`src/hw/rtl/assert_macros.svh`:
```
// ----------------------------------------------------------------------------
// assert_macros
// Assertion helper macros; empty when building for synthesis.
// ----------------------------------------------------------------------------
`ifndef ASSERT_MACROS_SVH
`define ASSERT_MACROS_SVH
`ifndef SYNTHESIS
`define AST_IMP(lbl, clk, rstn, a, c) \
  lbl: assert property (@(posedge clk) disable iff (!rstn) (a) |-> (c)) else $error("lbl");
`define AST_NXT(lbl, clk, rstn, a, c) \
  lbl: assert property (@(posedge clk) disable iff (!rstn) (a) |=> (c)) else $error("lbl");
`else
`define AST_IMP(lbl, clk, rstn, a, c)
`define AST_NXT(lbl, clk, rstn, a, c)
`endif
`endif

```
`src/hw/rtl/izd_pkg.sv`:
```
// ----------------------------------------------------------------------------
// izd_pkg
// Shared constants and types for the irrigation zone decision block.
// ----------------------------------------------------------------------------
`default_nettype none
package izd_pkg;
  localparam int Sensors    = 4;
  localparam int PsiMin     = 0;
  localparam int PsiMax     = 2000;
  localparam int MaxRuntime = 7200;
  localparam int DivW       = 34;  // dividend width (acc 24b, depth 33b)
  localparam int DsrW       = 22;  // divisor width (36*65535 < 2^22)

  localparam logic [1:0] ModeManual = 2'd0;
  localparam logic [1:0] ModeFull   = 2'd2;

  localparam logic [1:0] StIdle  = 2'd0;
  localparam logic [1:0] StIrrig = 2'd1;
  localparam logic [1:0] StFault = 2'd2;

  localparam logic [2:0] RsNone    = 3'd0;
  localparam logic [2:0] RsFault   = 3'd1;
  localparam logic [2:0] RsManual  = 3'd2;
  localparam logic [2:0] RsStart   = 3'd3;
  localparam logic [2:0] RsSoil    = 3'd4;
  localparam logic [2:0] RsEt      = 3'd5;
  localparam logic [2:0] RsRuntime = 3'd6;

  localparam logic [2:0] RegMad  = 3'd0;
  localparam logic [2:0] RegFlow = 3'd1;
  localparam logic [2:0] RegArea = 3'd2;
  localparam logic [2:0] RegMode = 3'd3;
  localparam logic [2:0] RegW0   = 3'd4;  // weights 0..3 at RegW0..RegW0+3

  typedef struct packed {
    logic        valid;
    logic [11:0] psi;
    logic [21:0] prod;
  } lane_t;

  // per-item context carried along the divider pipe
  typedef struct packed {
    logic        fault;
    logic [1:0]  mode;
    logic [11:0] mad;
    logic [15:0] et;
    logic [16:0] elapsed;
    logic        depth_en;
  } ctx_t;
endpackage
`default_nettype wire

```
`src/hw/rtl/izd_div.sv`:
```
// ----------------------------------------------------------------------------
// izd_div
// Pipelined restoring divider, one quotient bit per stage.
// ----------------------------------------------------------------------------
`default_nettype none
module izd_div (
  input  wire logic                       clk_i,
  input  wire logic [izd_pkg::DivW-1:0]   num_i,
  input  wire logic [izd_pkg::DsrW-1:0]   den_i,
  output logic      [izd_pkg::DivW-1:0]   quo_o
);
  localparam int W = izd_pkg::DivW;
  localparam int R = izd_pkg::DsrW + 1;
  logic [W-1:0] num_q [W+1];
  logic [R-1:0] rem_q [W+1];
  logic [R-2:0] den_q [W+1];

  always_comb begin
    num_q[0] = num_i;
    rem_q[0] = '0;
    den_q[0] = den_i;
  end

  for (genvar s = 0; s < W; s++) begin : g_stage
    logic [R-1:0] sh;
    logic [R-1:0] df;
    assign sh = {rem_q[s][R-2:0], num_q[s][W-1]};
    assign df = sh - {1'b0, den_q[s]};
    always_ff @(posedge clk_i) begin
      den_q[s+1] <= den_q[s];
      if (!df[R-1]) begin
        rem_q[s+1] <= df;
        num_q[s+1] <= {num_q[s][W-2:0], 1'b1};
      end else begin
        rem_q[s+1] <= sh;
        num_q[s+1] <= {num_q[s][W-2:0], 1'b0};
      end
    end
  end
  assign quo_o = num_q[W];
endmodule
`default_nettype wire

```
`config.mk`:
```
export PLATFORM = sky130hd
export DESIGN_NAME = izd_div
export DESIGN_NICKNAME = d
export VERILOG_FILES = /design/src/hw/rtl/assert_macros.svh /design/src/hw/rtl/izd_pkg.sv /design/src/hw/rtl/izd_div.sv
export SDC_FILE = /design/constraint.sdc
export NUM_CORES = 2
export LEC_CHECK = 0
export BUFFER_PORTS_ARGS = -buffer_cell sky130_fd_sc_hd__buf_4
export CORE_MARGIN = 3
export CORE_UTILIZATION = 55
export CTS_CLUSTER_DIAMETER = 60
export DETAILED_ROUTE_END_ITERATION = 7
export GPL_ROUTABILITY_DRIVEN = 0
export PLACE_DENSITY = 0.71
export SYNTH_ARGS = -nofsm -noshare
export SYNTH_HDL_FRONTEND = slang
export SYNTH_SLANG_ARGS = --single-unit
```
`constraint.sdc`:
```
create_clock -name clk_i -period 9.26 [get_ports clk_i]
set_input_delay 0 -clock clk_i [delete_from_list [all_inputs] [get_ports clk_i]]
set_output_delay 0 -clock clk_i [all_outputs]
set_load 0.01 [all_outputs]
```
==> flow_summary_export.csv <==
group,metric,value,unit
status,status,"complete, no violations",
yosys,synth-edff-count,0,
sta,drv_slew,0,
sta,finalSetupViolations,0,
routing,drc,0,
yosys,yosysTopAreaCell,"dfxtp_1",
worst_setup_path,start_kind,"flop",
sta,tightest_slew,1199,ps
cts,cts_root_buf,"clkbuf_16",
cts,ctsHtreeMaxLevel,5,
place,place_ws,5383,ps
routing,vias_per_cell,5.233,
cts,clkLatencyLatePin,910,ps
routing,postRouteWirelength,181500,µm
yosys,mappedNetlistArea,97390,µm²
sta,rsz0062_at_grt,"false",
worst_setup_path,path_max_fanout,21,
yosys,async_flop_share,0,%
layout,most-common-layout-cells,"dfxtp_1, inv_1, ha_1, mux2_2, a21oi_1",
yosys,synthDistinctLibCells,101,
cts,path_clk_slew,60,ps
hold_path,min_path_type,"in -> reg",
yosys,synthFlopType,"dfxtp_1",
worst_setup_path,cp.buffers_inverters,2,
worst_setup_path,path_class,"reg -> reg",
place,io_buffers,90,
power,p_leak,0.05061,µW
routing,num_vias,61240,
sta,slew_headroom,19.97,%
global_routing,grt-ovfl-total,0,
hold_path,worstHoldStart,"den_i[21]",
global_routing,use_met3,3.157,%
global_routing,grt.met1_usage,26.66,%
routing,final_antenna_net_count,0,
worst_setup_path,cp.required,10020,ps
layout,area_growth,13.88,%
place,hpwl,130100,µm
power,ir_worst_vdd,205.5,µV
cts,holdBufCountCts,112,
yosys,syn_inst,8820,
routing,dr.pass1.iters,8,
place,post_dp_cell_area,100500,µm²
global_routing,grtUsageMet2,31.80,%
layout,fin_nets,10000,
sta,timing.fmax,0.2507,GHz
sta,setup_slack,5271,ps
routing,drt-initial-drc-count,3677,
flow_run,max-cap-violations,0,
floorplanning,die_h,426.8,µm
global_routing,grt_first_pass_wirelength,299700,µm
yosys,yosys_warnings,0,
cts,postCtsSetupRepairBufs,0,
worst_setup_path,slowest_delay,500,ps
floorplanning,core_area,175000,µm²
floorplanning,dieArea,182200,µm²
yosys,syn_avg_cell_area,11.04,µm²
worst_setup_path,endpoint_kind,"flop",
global_routing,grt_busiest_layer,"met2",
floorplanning,die_w,426.8,µm
yosys,synth_area_leaders,"dfxtp_1, ha_1, mux2_2, xnor2_1, inv_1",
global_routing,grt_start_max_net_pins,27,
yosys,ys_seq_elements,2608,
worst_setup_path,cp_cell_sequence,"inv_1, ha_1, nor2b_1, o21a_1, o21ai_1, a211oi_1, o41a_1, o21ai_1, mux2_2, nor2_1, inv_1, mux2_2",
floorplanning,start_util,55.66,%
sta,hold_viol,0,
layout,final_common_cell,"dfxtp_1",
layout,drive_above_1_share,13.31,%
global_routing,first_global_vias,61050,
yosys,synth_top_cell_area_share,53.61,%
worst_setup_path,reg2reg_setup_slack,5270,ps
sta,tns,0,ps
cts,cts_resized,0,
floorplanning,num_rows,153,
worst_setup_path,slowest_stage,"inv_1",
yosys,ys_seq_area_share,53.61,%
power,power.density,420.3,nW/µm²
sta,finClkSkew,53.03,ps
sta,layout_min_cycle_time,3989,ps
routing,wl_per_cell,15.51,µm
cts,cts_tree,"yes",
worst_setup_path,crit_arrival,4750,ps
cts,ctsLongestPathBuffers,4,
sta,post-route-period-util,43.07,%
global_routing,antenna_found_initial,3,
floorplanning,ios,91,
worst_setup_path,crit_start,"den_q[134]$_DFF_P_",
worst_setup_path,rr_startpoint,"den_q[134]$_DFF_P_",
cts,clock_sinks,2608,
cts,cts_buffers,282,
global_routing,grt_use_total,19.79,%
worst_setup_path,cp_top_family,"compound AO/OA/AOI/OAI gates",
layout,final_area,110900,µm²
sta,whs,123.7,ps
[stage by stage]
step	utilization, %	instances	total power, µW
CTS	63.39	11700	46850
global route	63.39	11700	49730
finish	63.39	11700	46610
floorplan	-	8829	31620
global placement	57.44	11120	34870
detailed placement	57.44	11120	35370
[final timing paths]
path,end,depth (start not counted)
hold reg to reg,num_q[875]$_DFF_P_,0
setup / recovery,g_stage[29].sh[17]$_DFF_P_,12
hold / removal,g_stage[1].sh[8]$_SDFF_PN0_,4
setup reg to reg,g_stage[29].sh[17]$_DFF_P_,12
[cell type report]
cell class	count	area, µm²
Antenna cell	1	2.502
Clock buffer	384	8051
Clock inverter	89	1239
Fill cell	13490	64060
Inverter	932	3498
Multi-Input combinational cell	5131	40990
Sequential cell	2608	52210
Tap cell	2325	2909
Timing Repair Buffer	231	2014
[logic make-up after synthesis]
kind of cell | Yosys count | synth area share, %
compound gates | 1751 | 11.77
xor+xnor | 583 | 5.266
fa+ha+maj | 759 | 9.998
buf+inv | 1090 | 4.484
flops | 2608 | 53.61
mux | 710 | 8.301
other cells | 1 | 0.003851
simple gates | 1318 | 6.564
[sequential cells by signal (all words and copies together), names as in the netlist]
| name | count |
|---|---|
| num_q | 1089 |
| den_q | 726 |
| g_stage.sh | 759 |
| quo_o | 34 |
[synth_stat cells, types with 90 or more instances]
library cell / number
a21o_1: 237
a21oi_1: 488
dfxtp_1: 2608
ha_1: 727
inv_1: 932
mux2_2: 577
nand2_1: 309
nand2b_1: 92
nand3_1: 90
nor2_1: 400
nor2b_1: 108
o21a_1: 118
o21ai_0: 335
xnor2_1: 406
xor2_1: 174
[power by group]
part           switching, µW  internal [µW]  total (µW)
registers               1630          14600       16300
clock network           4230           6830       11100
logic                   9460           9820       19300
total                  15300          31300       46600
[worst min-delay path, stage by stage]
cell and delay [ps]:
dlygate4sd3_1 530, buf_4 100, nor2_1 150, o2111a_1 170
[per-layer routing]
| layer | share of wire [%] | wire length [µm] |
|---|---|---|
| met5 | 0 | 0 |
| met4 | 3.5 | 6325 |
| met3 | 4.8 | 8696 |
| met2 | 44 | 80620 |
| met1 | 47 | 85870 |
No activity file was read; power rests on OpenSTA's default activity.
