## src/hw/rtl/assert_macros.svh

```systemverilog
// ----------------------------------------------------------------------------
// assert_macros
// Assertion helper macros; empty when building for synthesis.
// ----------------------------------------------------------------------------
`ifndef ASSERT_MACROS_SVH
`define ASSERT_MACROS_SVH
`ifndef SYNTHESIS
`define AST_IMP(lbl, clk, rstn, a, c) \
  lbl: assert property (@(posedge clk) disable iff (!rstn) (a) |-> (c)) else $error("lbl");
`define AST_NXT(lbl, clk, rstn, a, c) \
  lbl: assert property (@(posedge clk) disable iff (!rstn) (a) |=> (c)) else $error("lbl");
`else
`define AST_IMP(lbl, clk, rstn, a, c)
`define AST_NXT(lbl, clk, rstn, a, c)
`endif
`endif

```

## src/hw/rtl/izd_pkg.sv

```systemverilog
// ----------------------------------------------------------------------------
// izd_pkg
// Shared constants and types for the irrigation zone decision block.
// ----------------------------------------------------------------------------
`default_nettype none
package izd_pkg;
  localparam int Sensors    = 4;
  localparam int PsiMin     = 0;
  localparam int PsiMax     = 2000;
  localparam int MaxRuntime = 7200;
  localparam int DivW       = 34;  // dividend width (acc 24b, depth 33b)
  localparam int DsrW       = 22;  // divisor width (36*65535 < 2^22)

  localparam logic [1:0] ModeManual = 2'd0;
  localparam logic [1:0] ModeFull   = 2'd2;

  localparam logic [1:0] StIdle  = 2'd0;
  localparam logic [1:0] StIrrig = 2'd1;
  localparam logic [1:0] StFault = 2'd2;

  localparam logic [2:0] RsNone    = 3'd0;
  localparam logic [2:0] RsFault   = 3'd1;
  localparam logic [2:0] RsManual  = 3'd2;
  localparam logic [2:0] RsStart   = 3'd3;
  localparam logic [2:0] RsSoil    = 3'd4;
  localparam logic [2:0] RsEt      = 3'd5;
  localparam logic [2:0] RsRuntime = 3'd6;

  localparam logic [2:0] RegMad  = 3'd0;
  localparam logic [2:0] RegFlow = 3'd1;
  localparam logic [2:0] RegArea = 3'd2;
  localparam logic [2:0] RegMode = 3'd3;
  localparam logic [2:0] RegW0   = 3'd4;  // weights 0..3 at RegW0..RegW0+3

  typedef struct packed {
    logic        valid;
    logic [11:0] psi;
    logic [21:0] prod;
  } lane_t;

  // per-item context carried along the divider pipe
  typedef struct packed {
    logic        fault;
    logic [1:0]  mode;
    logic [11:0] mad;
    logic [15:0] et;
    logic [16:0] elapsed;
    logic        depth_en;
  } ctx_t;
endpackage
`default_nettype wire

```

## src/hw/rtl/izd_lane.sv

```systemverilog
// ----------------------------------------------------------------------------
// izd_lane
// One sensor lane: range check and weighted product.
// ----------------------------------------------------------------------------
`default_nettype none
module izd_lane (
  input  wire logic [15:0]    psi_i,
  input  wire logic [9:0]     weight_i,
  output izd_pkg::lane_t      lane_o
);
  logic signed [16:0] p_s;
  assign p_s = 17'(signed'(psi_i));
  always_comb begin
    lane_o.valid = (p_s >= 17'(izd_pkg::PsiMin)) && (p_s <= 17'(izd_pkg::PsiMax));
    lane_o.psi   = psi_i[11:0];
    lane_o.prod  = 22'(psi_i[11:0]) * 22'(weight_i);
  end
endmodule
`default_nettype wire

```

## config.mk

```make
export PLATFORM = sky130hd
export DESIGN_NAME = izd_lane
export DESIGN_NICKNAME = d
export VERILOG_FILES = /design/src/hw/rtl/assert_macros.svh /design/src/hw/rtl/izd_pkg.sv /design/src/hw/rtl/izd_lane.sv
export SDC_FILE = /design/constraint.sdc
export NUM_CORES = 1
export LEC_CHECK = 0
export ABC_AREA = 1
export ABC_CLOCK_PERIOD_IN_PS = 5800
export BUFFER_PORTS_ARGS = -buffer_cell sky130_fd_sc_hd__buf_4
export CAP_MARGIN = 20
export CORE_MARGIN = 4
export CORE_UTILIZATION = 55
export DETAILED_ROUTE_END_ITERATION = 8
export PLACE_DENSITY_LB_ADDON = 0.3
export REMOVE_ABC_BUFFERS = 1
export SLEW_MARGIN = 15
export SYNTH_ARGS = -nofsm -noshare
export SYNTH_HDL_FRONTEND = slang
export SYNTH_SLANG_ARGS = --single-unit
```

## constraint.sdc

```tcl
create_clock -name vclk -period 5.8
set_clock_uncertainty 0.2 [all_clocks]
set_input_delay 0.58 -clock vclk [all_inputs]
set_output_delay 0.58 -clock vclk [all_outputs]
set_load 0.02 [all_outputs]
```

==> insert_results.sql <==
INSERT INTO impl_metrics (metric_group, metric, value, unit) VALUES
('floorplan', 'placement_rows', '32', ''),
('pwr', 'cellPowerDensity', '583', 'nW/um2'),
('drt', 'totalWireLength', '9870', 'um'),
('drt', 'routed_via_density', '4.96', ''),
('sta', 'final-max-slew-violation-count', '0', ''),
('pwr', 'static-leakage-power', '3.27', 'nW'),
('yosys', 'synth_warnings', '0', ''),
('sta', 'worst_hold_slack', '1.24', 'ns'),
('placed_design', 'port_buffers', '61', ''),
('placed_design', 'detailedPlace.worstSlack', '0.0693', 'ns'),
('setup_path', 'crit_path_max_incr_delay', '0.55', 'ns'),
('global_route', 'initial_antenna_violation_count', '0', ''),
('sta', 'final_period_minus_worst_setup_slack', '5.60', 'ns'),
('setup_path', 'cp-end-kind', 'output port', ''),
('sta', 'fmax', '179', 'MHz'),
('global_route', 'grt_first_pass_wirelength', '17300', 'um'),
('finish', 'antenna-diode-count', '0', ''),
('finish', 'drive_gt1_share', '14.3', '%'),
('finish', 'nFlopsAndLatches', '0', ''),
('global_route', 'first_global_vias', '3968', ''),
('setup_path', 'cp-start-kind', 'input port', ''),
('job', 'maxCapViolCount', '0', ''),
('setup_path', 'required', '5.02', 'ns'),
('finish', 'final_nets', '843', ''),
('setup_path', 'critical_path_arrival', '4.82', 'ns'),
('sta', 'number_of_endpoints_failing_setup_at_the_final_stage', '0', ''),
('sta', 'timing.final.ws_setup', '0.203', 'ns'),
('drt', 'total_vias_in_the_final_route', '3881', ''),
('pwr', 'vdd.ir_drop.worst', '0.000733', 'V'),
('hold_path', 'worst_hold_path.num_cells', '2', ''),
('floorplan', 'floorplan.die_area', '9550', 'um2'),
('floorplan', 'io-pin-count', '61', ''),
('yosys', 'netlist-cell-type-count', '26', ''),
('finish', 'clockBufferCount', '0', ''),
('drt', 'drcViolationCount', '0', ''),
('setup_path', 'critical_path.slowest_cell', 'sky130_fd_sc_hd__fa_1', ''),
('finish', 'synthToLayoutAreaGrowth', '12.2', '%'),
('floorplan', 'floorplan.core_area', '7770', 'um2'),
('placed_design', 'place.gp.congestion', '0.876', ''),
('yosys', 'synthesis.instances', '647', ''),
('floorplan', 'starting_density_of_the_core', '57.0', '%'),
('global_route', 'grt_overflow_total', '0', ''),
('hold_path', 'worst_hold_path.endpoint', 'lane_o[28]', ''),
('global_route', 'grt_usage', '21.1', '%'),
('floorplan', 'fp.dieW', '97.7', 'um'),
('setup_path', 'cp_cell_sequence', 'buf_6, nand2_1, fa_1, inv_1, fa_1, inv_1, fa_1, inv_1, fa_1, inv_1, fa_1, inv_1, ha_4, nand2_2, nor2_2, nand3_1, nand3_2, xor2_1, buf_4', ''),
('outcome', 'outcome', 'finished clean', ''),
('setup_path', 'critical-path-top-delay-family', 'adder cells', ''),
('drt', 'dr.first_iter.drc_count', '154', ''),
('yosys', 'post_synth.cell_area_avg', '6.84', 'um2'),
('placed_design', 'dp_hpwl', '8770', 'um'),
('sta', 'finalCritPeriodShare', '96.5', '%'),
('hold_path', 'hold_path.startpoint', 'psi_i[6]', ''),
('finish', 'final-seq-area', '0', 'um2'),
('sta', 'timing.slew.headroom', '81.2', '%'),
('sta', 'finalHoldViolCount', '0', ''),
('global_route', 'maximum_number_of_pins_on_one_net_before_global_route_repair', '13', ''),
('drt', 'antenna_left', '0', ''),
('clocking', 'cts_setup_buffers', '0', ''),
('drt', 'drtPass1Iterations', '4', ''),
('sta', 'tightestPinTransition', '0.280', 'ns'),
('yosys', 'syn_area', '4430', 'um2'),
('floorplan', 'die_height', '97.7', 'um'),
('clocking', 'cts-hold-fix-buffers', '0', ''),
('setup_path', 'crit_fanout', '12', ''),
('hold_path', 'path_type_of_the_worst_min_delay_path', 'in -> out', ''),
('yosys', 'synth_sequential_area_ratio', '0', '%'),
('setup_path', 'critical_path_class', 'in -> out', ''),
('drt', 'post_dr_wirelength_cell', '12.6', 'um'),
('setup_path', 'timing.critical_path.buf_inv', '7', '');
[cell families (layout without fill, tap and decap cells)]
| family | Yosys count | after routing | synth area share, % |
|---|---|---|---|
| AOI/OAI and AO/OA | 23 | 23 | 2.88 |
| xor gates and xnor gates | 12 | 12 | 2.38 |
| adders and majority gates | 135 | 135 | 51.4 |
| buffers and inverters | 214 | 247 | 19.2 |
| and+or+nand+nor | 263 | 263 | 24.2 |
[synthesized netlist by cell type]
master / n / area share, %
sky130_fd_sc_hd__a21oi_1: 16 / 1.8
sky130_fd_sc_hd__a21oi_2: 2 / 0.40
sky130_fd_sc_hd__and2_0: 1 / 0.14
sky130_fd_sc_hd__and2_1: 1 / 0.14
sky130_fd_sc_hd__and2_4: 1 / 0.20
sky130_fd_sc_hd__buf_4: 12 / 2.0
sky130_fd_sc_hd__clkbuf_1: 22 / 1.9
sky130_fd_sc_hd__fa_1: 78 / 35
sky130_fd_sc_hd__ha_1: 57 / 16
sky130_fd_sc_hd__inv_1: 177 / 15
sky130_fd_sc_hd__inv_2: 3 / 0.25
sky130_fd_sc_hd__nand2_1: 211 / 18
sky130_fd_sc_hd__nand2_2: 3 / 0.42
sky130_fd_sc_hd__nand3_1: 16 / 1.8
sky130_fd_sc_hd__nand3_2: 3 / 0.68
sky130_fd_sc_hd__nand4_1: 2 / 0.28
sky130_fd_sc_hd__nor2_1: 16 / 1.4
sky130_fd_sc_hd__nor2_2: 5 / 0.71
sky130_fd_sc_hd__nor3_1: 2 / 0.23
sky130_fd_sc_hd__nor3b_1: 1 / 0.17
sky130_fd_sc_hd__nor4_1: 1 / 0.14
sky130_fd_sc_hd__o21ai_0: 2 / 0.23
sky130_fd_sc_hd__o21ai_1: 1 / 0.11
sky130_fd_sc_hd__o21bai_1: 2 / 0.34
sky130_fd_sc_hd__xnor2_1: 3 / 0.59
sky130_fd_sc_hd__xor2_1: 9 / 1.8
[worst max path at each step]
stage	startpoint	to	slack [ns]	cells past startpoint
floorplan	weight_i[3]	lane_o[13]	0.47	19
global placement	psi_i[5]	lane_o[15]	0.15	22
detailed placement	psi_i[5]	lane_o[19]	0.07	22
CTS	psi_i[5]	lane_o[19]	0.06	22
global route	psi_i[5]	lane_o[19]	-0.01	22
finish	psi_i[5]	lane_o[11]	0.20	19
[cell usage in the layout, fill, tap and decap left out, drive strengths merged]
| cell type | instances |
|---|---|
| fa | 78 |
| buf | 67 |
| ha | 57 |
| o21ai | 3 |
| nor3b | 1 |
| nor2 | 21 |
| a21oi | 18 |
| xor2 | 9 |
| inv | 180 |
| nand4 | 2 |
| xnor2 | 3 |
| and2 | 3 |
| o21bai | 2 |
| nand2 | 214 |
| nor3 | 2 |
| nand3 | 19 |
| nor4 | 1 |
[final cells by class]
cell class	count	area [um2]
Fill cell	739	2800
Multi-Input combinational cell	433	3640
Inverter	180	676
Tap cell	102	128
Timing Repair Buffer	67	518
[per-layer routing]
layer | wire length (um) | GRT usage [%]
met1 | 4170 | 27.9
met2 | 4940 | 37.3
met3 | 531 | 2.73
met4 | 233 | 4.05
met5 | 0 | 0
[metrics by stage]
stage               power [W]  instances  area (um2)  util (%)  TNS [ns]
floorplan             0.00189        613        4250         -         0
global placement      0.00272        782        4880      62.9         0
detailed placement    0.00276        782        4880      62.9         0
CTS                   0.00277        782        4880      62.9         0
global route          0.00322        782        4970      63.9   -0.0128
finish                0.00290        782        4970      63.9         0
[report_power, final]
group / internal [W] / switching (W) / total (W) / leakage [nW]
Sequential: 0 / 0 / 0 / 0
Clock: 0 / 0 / 0 / 0
Combinational: 0.00115 / 0.00175 / 0.00290 / 3.27
Total: 0.00115 / 0.00175 / 0.00290 / 3.27
[what timing repair did]
item,in CTS,in global routing
endpoints found under the hold margin,0,0
gates resized for setup,0,17
setup endpoints to repair,0,12
(Power assumes the default switching activity.)
